--- src/sv/ssm_pkg.sv ---
`default_nettype none

package ssm_pkg;

  localparam int LIST_DEPTH = 32;
  localparam int VALUE_W = 32;

  localparam logic [1:0] OP_PUSH_A = 2'd0;
  localparam logic [1:0] OP_PUSH_B = 2'd1;
  localparam logic [1:0] OP_MERGE = 2'd2;

  localparam logic [1:0] STATUS_SUCCESS = 2'd0;
  localparam logic [1:0] STATUS_UNSORTED = 2'd1;
  localparam logic [1:0] STATUS_EMPTY = 2'd2;
  localparam logic [1:0] STATUS_OVERFLOW = 2'd3;

endpackage

`default_nettype wire

--- src/sv/ssm_store.sv ---
`default_nettype none

module ssm_store #(
  parameter int DEPTH = ssm_pkg::LIST_DEPTH,
  parameter int ADDR_W = 5,
  parameter int DATA_W = ssm_pkg::VALUE_W
) (
  input wire logic clk,
  input wire logic we,
  input wire logic [ADDR_W-1:0] waddr,
  input wire logic [DATA_W-1:0] wdata,
  input wire logic [ADDR_W-1:0] raddr,
  output logic [DATA_W-1:0] rdata
);

  logic [DATA_W-1:0] mem [DEPTH];

  always_ff @(posedge clk) begin
    if (we) begin
      mem[waddr] <= wdata;
    end
    rdata <= mem[raddr];
  end

endmodule

`default_nettype wire

--- src/sv/sorted_sequence_merge.sv ---
// Channel   Ports                              Transfer
// command   start, busy, operation, value      start high while busy is low
// result    strobe, status, value_res, last    strobe high, one cycle each
//
// A push leaves busy low, so pushes can follow back to back.
// A merge that fails a check gives its single result in the next cycle.
// A successful merge keeps busy high while it walks both stores and gives one
// result per cycle, paced by the registered read port of each store.
// Reset is synchronous and empties both stores; the receiver cannot stall.
`default_nettype none

module sorted_sequence_merge #(
  parameter int LIST_DEPTH = ssm_pkg::LIST_DEPTH
) (
  input wire logic clk,
  input wire logic rst,
  input wire logic start,
  output logic busy,
  input wire logic [1:0] operation,
  input wire logic signed [ssm_pkg::VALUE_W-1:0] value,
  output logic strobe,
  output logic [1:0] status,
  output logic signed [ssm_pkg::VALUE_W-1:0] value_res,
  output logic last
);

  localparam int ADDR_W = (LIST_DEPTH > 1) ? $clog2(LIST_DEPTH) : 1;
  localparam int CNT_W = $clog2(LIST_DEPTH + 1);
  localparam logic [CNT_W-1:0] DEPTH_C = CNT_W'(LIST_DEPTH);

  typedef enum logic [1:0] {
    ST_IDLE = 2'b01,
    ST_MERGE = 2'b10
  } state_t;

  state_t state;
  logic [CNT_W-1:0] count_a;
  logic [CNT_W-1:0] count_b;
  logic sorted_a;
  logic sorted_b;
  logic overflowed;
  logic signed [ssm_pkg::VALUE_W-1:0] tail_a;
  logic signed [ssm_pkg::VALUE_W-1:0] tail_b;
  logic [CNT_W-1:0] ia;
  logic [CNT_W-1:0] ib;
  logic [CNT_W-1:0] ia_next;
  logic [CNT_W-1:0] ib_next;
  logic [ssm_pkg::VALUE_W-1:0] rdata_a;
  logic [ssm_pkg::VALUE_W-1:0] rdata_b;

  logic accept;
  logic push_a;
  logic push_b;
  logic merge_cmd;
  logic merge_err;
  logic [1:0] err_status;
  logic take_a;
  logic done;
  logic clear;
  logic we_a;
  logic we_b;
  logic [CNT_W:0] total;

  assign busy = (state != ST_IDLE);
  assign accept = start && !busy;
  assign push_a = accept && (operation == ssm_pkg::OP_PUSH_A);
  assign push_b = accept && (operation == ssm_pkg::OP_PUSH_B);
  assign merge_cmd = accept && (operation == ssm_pkg::OP_MERGE);
  assign we_a = push_a && (count_a != DEPTH_C);
  assign we_b = push_b && (count_b != DEPTH_C);
  assign total = {1'b0, count_a} + {1'b0, count_b};

  always_comb begin
    merge_err = 1'b1;
    if (overflowed) begin
      err_status = ssm_pkg::STATUS_OVERFLOW;
    end else if ((count_a == '0) || (count_b == '0)) begin
      err_status = ssm_pkg::STATUS_EMPTY;
    end else if (!sorted_a || !sorted_b) begin
      err_status = ssm_pkg::STATUS_UNSORTED;
    end else begin
      err_status = ssm_pkg::STATUS_SUCCESS;
      merge_err = 1'b0;
    end
  end

  always_comb begin
    take_a = (ia < count_a) &&
             ((ib >= count_b) || ($signed(rdata_a) < $signed(rdata_b)));
    done = (({1'b0, ia} + {1'b0, ib} + (CNT_W + 1)'(1)) == total);
    ia_next = '0;
    ib_next = '0;
    if (state == ST_MERGE && !done) begin
      ia_next = take_a ? ia + CNT_W'(1) : ia;
      ib_next = take_a ? ib : ib + CNT_W'(1);
    end
    clear = (merge_cmd && merge_err) || ((state == ST_MERGE) && done);
  end

  ssm_store #(
    .DEPTH(LIST_DEPTH),
    .ADDR_W(ADDR_W),
    .DATA_W(ssm_pkg::VALUE_W)
  ) u_store_a (
    .clk(clk),
    .we(we_a),
    .waddr(count_a[ADDR_W-1:0]),
    .wdata(value),
    .raddr(ia_next[ADDR_W-1:0]),
    .rdata(rdata_a)
  );

  ssm_store #(
    .DEPTH(LIST_DEPTH),
    .ADDR_W(ADDR_W),
    .DATA_W(ssm_pkg::VALUE_W)
  ) u_store_b (
    .clk(clk),
    .we(we_b),
    .waddr(count_b[ADDR_W-1:0]),
    .wdata(value),
    .raddr(ib_next[ADDR_W-1:0]),
    .rdata(rdata_b)
  );

  always_ff @(posedge clk) begin
    if (rst) begin
      state <= ST_IDLE;
      count_a <= '0;
      count_b <= '0;
      sorted_a <= 1'b1;
      sorted_b <= 1'b1;
      overflowed <= 1'b0;
      ia <= '0;
      ib <= '0;
      strobe <= 1'b0;
    end else begin
      ia <= ia_next;
      ib <= ib_next;
      strobe <= (merge_cmd && merge_err) || (state == ST_MERGE);
      if (push_a) begin
        if (count_a == DEPTH_C) begin
          overflowed <= 1'b1;
        end else begin
          if ((count_a != '0) && (value < tail_a)) begin
            sorted_a <= 1'b0;
          end
          count_a <= count_a + CNT_W'(1);
        end
      end
      if (push_b) begin
        if (count_b == DEPTH_C) begin
          overflowed <= 1'b1;
        end else begin
          if ((count_b != '0) && (value < tail_b)) begin
            sorted_b <= 1'b0;
          end
          count_b <= count_b + CNT_W'(1);
        end
      end
      if (merge_cmd && !merge_err) begin
        state <= ST_MERGE;
      end
      if (clear) begin
        state <= ST_IDLE;
        count_a <= '0;
        count_b <= '0;
        sorted_a <= 1'b1;
        sorted_b <= 1'b1;
        overflowed <= 1'b0;
      end
    end
  end

  always_ff @(posedge clk) begin
    if (we_a) begin
      tail_a <= value;
    end
    if (we_b) begin
      tail_b <= value;
    end
    if (state == ST_MERGE) begin
      status <= ssm_pkg::STATUS_SUCCESS;
      value_res <= take_a ? $signed(rdata_a) : $signed(rdata_b);
      last <= done;
    end else begin
      status <= err_status;
      value_res <= '0;
      last <= 1'b1;
    end
  end

endmodule

`default_nettype wire

--- config.mk ---
export PLATFORM = sky130hd
export DESIGN_NAME = sorted_sequence_merge
export DESIGN_NICKNAME = d
export VERILOG_FILES = /design/src/sv/ssm_pkg.sv /design/src/sv/ssm_store.sv /design/src/sv/sorted_sequence_merge.sv
export SDC_FILE = /design/constraint.sdc
export NUM_CORES = 2
export LEC_CHECK = 0
export BUFFER_PORTS_ARGS = -buffer_cell sky130_fd_sc_hd__buf_4
export CAP_MARGIN = 20
export CORE_MARGIN = 2
export CORE_UTILIZATION = 46
export CTS_CLUSTER_DIAMETER = 60
export CTS_CLUSTER_SIZE = 16
export DETAILED_ROUTE_END_ITERATION = 6
export GPL_TIMING_DRIVEN = 0
export HOLD_SLACK_MARGIN = 0.02
export PLACE_DENSITY = 0.63
export SYNTH_ARGS = -nofsm -noshare
export SYNTH_HDL_FRONTEND = slang
export SYNTH_HIERARCHICAL = 1
export SYNTH_SLANG_ARGS = --single-unit
--- constraint.sdc ---
create_clock -name clk -period 10.3 [get_ports clk]
set_clock_uncertainty 0.1 [all_clocks]
set_input_delay 1.545 -clock clk [delete_from_list [all_inputs] [get_ports clk]]
set_output_delay 1.545 -clock clk [all_outputs]
set_load 0.01 [all_outputs]
# Yosys cells after proc, flatten, opt, wreduce, memory -nomap -nowiden
# Memory sizes are Yosys's and may differ from the RTL's. A register that Yosys moved wholly into a read port is not among the register bits.
# Cells that the tools add are included.
# op_classes
n_bitwise,3
eq_ne,9
magnitude_cmp,5
reduce_logical,34
muxes,19
add_sub_neg,7
# op_table
op,count
$lt 32x32->1,3
$mux 32,1
$add 6x1->6 const B,4
$mux 5,4
$add 6x6->7,2
$logic_and 1x1->1,13
$eq 6x6->1 const B,2
$logic_not 6->1,2
$mux 1,12
$ne 6x6->1 const B,2
$reduce_bool 6->1,2
$add 7x1->7 const B,1
$eq 7x7->1,1
$ge 6x6->1,1
$lt 6x6->1,1
$reduce_and 3->1,2
$logic_not 1->1,5
$logic_or 1x1->1,5
$eq 2x2->1 const B,2
$mux 2,2
$reduce_and 2->1,2
$reduce_or 2->1,2
$not 1->1,3
$eq 2x1->1 const B,1
other kinds (2),2
# totals
output_inout_bits,37
wordCells,95
ramBits,2048
ff_bits,129
mem_count,2
# mem_list
name,depth,width,read_ports,rd_ports_with_merged_regs,write_ports,line_no,source
u_store_a.mem,32,32,1,1,1,ssm_store.sv:16,logic [DATA_W-1:0] mem [DEPTH];
u_store_b.mem,32,32,1,1,1,ssm_store.sv:16,

# Longest topological paths before layout
# depth
ltp_word,8
mapped_depth,20

# Modules after synthesis
# Netlist, hierarchy kept.
# modules_own_cells
module,cells_per_inst,seq_area_each_um2,area_per_inst_um2,instances
ssm_store,2260,31390.1,40485.1,2
sorted_sequence_merge,752,3223.1,7646.1,1

# Worst setup path before layout
# Ideal clock, no wire load.
# synth_timing
path_kind,input-to-reg
startpoint,input start
endpoint,memory u_store_b/mem[12][0] (netlist name) (enable)
setup_time_ns,0.421
arrival_time_ns,5.286
required_time_ns,9.779
setup_slack_ns,4.493
stages,6
n_path_buf,1
cell_sequence,nand3b_1 nor3b_1 a21boi_2 or3b_2 clkbuf_1 nor2_1
# synth_via
elab_chain_len,5
# synth_lines
item,line_no,source
from (decl),sorted_sequence_merge.sv:17,"input wire logic start,"
$logic_and 1x1->1,sorted_sequence_merge.sv:65,assign accept = start && !busy;
$logic_and 1x1->1,sorted_sequence_merge.sv:67,assign push_b = accept && (operation == ssm_pkg::OP_PUSH_B);
$logic_and 1x1->1,sorted_sequence_merge.sv:70,assign we_b = push_b && (count_b != DEPTH_C);
via we_b,sorted_sequence_merge.sv:61,logic we_b;
$mux 1,ssm_store.sv:19,if (we) begin
$mux 1 (implied by the code),ssm_store.sv:20,mem[waddr] <= wdata;
to (decl),ssm_store.sv:16,
# The timed path passes the listed nets, and every way through them passes these cells.

# Final worst setup path
# layout_timing
startpoint,register count_b[3]
endpoint,"register u_store_b.rdata[25], read port of u_store_b.mem"
# layout_via
elab_chain_len,5
# layout_lines
item,line_no,source
from (decl),sorted_sequence_merge.sv:38,logic [CNT_W-1:0] count_b;
from (signal assigned),sorted_sequence_merge.sv:158,count_b <= count_b + CNT_W'(1);
$add 6x6->7 / $ge 6x6->1 (equally long branches),"sorted_sequence_merge.sv:71, sorted_sequence_merge.sv:89",
$eq 7x7->1 / $logic_or 1x1->1 (equally long branches),"sorted_sequence_merge.sv:90, sorted_sequence_merge.sv:89",
$logic_not 1->1 / $logic_and 1x1->1 (equally long branches),"sorted_sequence_merge.sv:93, sorted_sequence_merge.sv:88",
$logic_and 1x1->1 / $mux 5 (equally long branches),"sorted_sequence_merge.sv:93, sorted_sequence_merge.sv:95",
$mux 5 (*),sorted_sequence_merge.sv:93,if (state == ST_MERGE && !done) begin
via ib_next[2],sorted_sequence_merge.sv:47,logic [CNT_W-1:0] ib_next;
to (decl),ssm_store.sv:13,output logic [DATA_W-1:0] rdata
# The timed path passes the listed nets; every way through them passes the cells marked *.
# A chain may end at the register's enable or synchronous reset.

==> results.md <==
* # H-tree levels at 4
* CTS clk-pin slew, worst paths at 0.07 ns
* CP required at 10.94 ns
* R2R cell count at 16
* Sw power at 0.00334 W
* Clk_lat worst skew at 0.81 ns
* GRT overflow at 0
* Synth Cell Area at 88600 um^2
* Die area at 196000 um^2
* Core Region at 192000 um^2
* CP endpoint kind: register
* Tcrit/Tclk final at 59.9%
* Share of cells above drive strength 1 at 10.3%
* Root Buffer: clkbuf_16
* TritonCTS clock tree: yes
* Hold WC Path Type: reg2reg
* Yosys top cell area share at 71.6%
* Routed Wire Length at 232000 um
* DR WL/cell at 28.1 um
* HP Start: u_store_a/rdata[31]
* WS Path Type: reg2reg
* Final instance area at 99400 um^2
* Dpl cells at 7938
* Hold Path Cell Cnt at 2
* Main synth FF type: edfxtp_1
* Synthesis warning total at 6
* Slew Limit Fails at 0
* Crit-path cells: inv_1 -> ha_1 -> a2111oi_0 -> o21a_1 -> nand4b_1 -> o211a_1 -> nand2_2 -> buf_4 -> nand3b_1 -> a21oi_1 -> and2b_1 -> clkbuf_1 -> a22o_1 -> nor3_1 -> a31oi_1 -> nand3_1
* Largest net degree at the start of global routing at 69
* Final setup violation count at 0
* R2r startpoint: count_b[3]
* First-pass GRT wire length at 327000 um
* Worst Max-Slew Pin Slew at 1.22 ns
* Antenna viol nets, final at 0
* Run status: completed
* Layout area overhead at 12.1%
* Deepest clock path buffer count at 3
* Number of synthesized flops with an enable pin at 2112
* Post-DP HPWL at 145000 um
* Post-cts resize count at 0
* Hold-fix buffers, CTS at 0
* Final critical-path required period at 6.17 ns
* Post-CTS setup repair buffer count at 0
* Final setup TNS at 0 ns
* Placed Area at 94300 um^2
* Initial antenna violation count at 7
* PD cells at 167 nW/um^2
* Power after layout at 0.0166 W
* Startpoint types: register
* Worst relative slew slack at 18.8%
* Final Hold Violating Endpoints at 0
* Final #Nets at 5742
* FP Rows at 161
* Slowest-stage cell, CP: nor3_1
* Die H at 443 um
* # DRC at 0
* Final non-filler cell total at 8243
* FF-to-FF End: u_store_b/rdata[25]
* Iteration-0 DRC Markers at 5808
* Synth Net Count at 5433
* Via Count at 48100
* Sw frac at 20.1%
* Yosys reg bits at 2241
* Syn_area_per_cell at 16.8 um^2
* Max incr delay on CP at 0.78 ns
* Pint at 0.0133 W
* Max cap viols at 0
* PortBufs at 73
* Register area share after synthesis at 74.5%
* Core Util, Final at 51.8%
* Yosys cell types at 64
* Worst Hold End: value_res[31]
* Critical Path AT at 6.82 ns
* Vias in the first global route at 46500
* DR pass1 iterations at 6
* Clock share of power at 37.7%
* Leakage at 30.7 nW
* Top post-synthesis cells by area: edfxtp_1, mux2i_1, dfxtp_1
* Initial core utilization at 46.2%
* Io pins at 74
* Die X at 443 um
* Drt via density at 5.84
* Fillers at 15300
* F_max at 0.162 GHz
* Peak supply drop at 0.189 mV
* Worst R2R Setup Slack at 4.13 ns
* Total GRT Usage at 23.2%
* Num Clock Sinks at 2241
* Gpl congestion at 0.862
* RSZ-0062 raised after global routing: no
* Critical-path maximum fanout at 12
* Asr flop ratio synth at 0%
* Total CTS buffers at 164
* Sequential share of power at 60.2%
* Post-Synthesis Cells at 5272
* Part of the power in combinational logic at 2.1%
* Largest area contributor in the netlist: edfxtp_1
power groups by stage:
stage	logic [W]	registers, W	clock network (W)
CTS	0.000348	0.00999	0.00637
floorplan	0.0000922	0.0102	0
global route	0.000372	0.00998	0.00669
detailed placement	0.000347	0.0102	0
finish	0.000347	0.00999	0.00626
global placement	0.000329	0.0102	0
synth_stat cells (all sizes together), types with 3 or more instances:
cell type / instances
or3b: 6
dfxtp: 129
or2: 3
buf: 167
xnor2: 23
o21a: 7
a22oi: 193
edfxtp: 2112
nand3b: 13
a21oi: 246
clkbuf: 99
ha: 122
nand3: 209
a2111oi: 4
a22o: 128
nand2: 216
mux2i: 1059
xor2: 4
a31oi: 68
o2111ai: 4
or3: 13
nor3: 70
a21o: 20
nor2b: 7
nor2: 144
o21ai: 21
nand2b: 13
inv: 113
nand4: 22
a211oi: 3
registers in the layout (all words and copies together) (netlist names), 2 cells and up:
name / count
count_a: 6
count_b: 6
ia: 6
ib: 6
state: 2
status: 2
tail_a: 32
tail_b: 32
u_store_a/mem: 1024
u_store_a/rdata: 32
u_store_b/mem: 1024
u_store_b/rdata: 32
value_res: 32
stage by stage:
stage                     worst slack [ns]  hold slack, ns
final                                 4.13           0.408
after global routing                  3.94           0.438
after CTS                             4.08           0.413
after detailed placement              4.13           0.397
after global placement                1.87           0.389
after floorplan                       4.49           0.343
critical path, delay by kind of cell, from the launching register on:
kind,cells,cell delay (ns)
simple gates,6,1.81
fa+ha+maj,1,0.27
flops,1,0.68
compound gates,6,2.20
buf+inv,3,1.03
placed cells by master (no fill, tap or decap), types with 70 or more instances in the layout:
| cell type | count |
|---|---|
| edfxtp_1 | 2112 |
| mux2i_1 | 1059 |
| a21oi_1 | 243 |
| nand2_1 | 215 |
| nand3_1 | 209 |
| a22oi_1 | 193 |
| clkbuf_1 | 178 |
| clkbuf_16 | 170 |
| buf_4 | 143 |
| dfxtp_1 | 129 |
| a22o_1 | 128 |
| ha_1 | 122 |
| inv_1 | 113 |
| nor2_1 | 80 |
| nor3_1 | 70 |
metal layers:
layer | global-route usage (%) | part of all wire, % | vias up
met1 | 33.1 | 43 | 25000
met5 | 0 | 0.0052 | -
li1 | - | - | 21200
met2 | 36.5 | 46 | 1693
met3 | 3.27 | 7.3 | 297
met4 | 7.99 | 3.3 | 2
how the worst max path moves through the flow:
stage | slack [ns] | depth (start not counted) | endpoint | start
after global routing | 3.94 | 16 | u_store_b/rdata[13] | count_b[3]
after global placement | 1.87 | 6 | u_store_b/mem[26][12] | start
after CTS | 4.08 | 16 | u_store_a/rdata[20] | count_b[3]
final | 4.13 | 16 | u_store_b/rdata[25] | count_b[3]
after floorplan | 4.49 | 6 | u_store_b/mem[12][0] | start
after detailed placement | 4.13 | 16 | u_store_a/rdata[16] | count_b[3]
kinds of logic after synthesis:
logic type | Yosys count | synth area share [%]
AND/OR/NAND/NOR | 730 | 3.81
multiplexers | 1059 | 12.0
adder cells (fa/ha/maj) | 124 | 1.77
XOR/XNOR | 28 | 0.292
AO/OA/AOI/OAI | 711 | 5.42
buffers and inverters | 379 | 2.26
flip-flops | 2241 | 74.5
layout make-up:
class                           count  area [um^2]  area share [%]
Multi-Input combinational cell   2652        21100            21.2
Clock buffer                      259         4650            4.68
Buffer                            266         1580            1.59
Tap cell                         2526         3160            3.18
Inverter                          113          424           0.427
Clock inverter                     29          335           0.337
Sequential cell                  2241        66000            66.4
Antenna cell                       14         35.0          0.0353
Timing Repair Buffer              143         2090            2.10
Note: power is estimated with default switching activity, not from simulation.
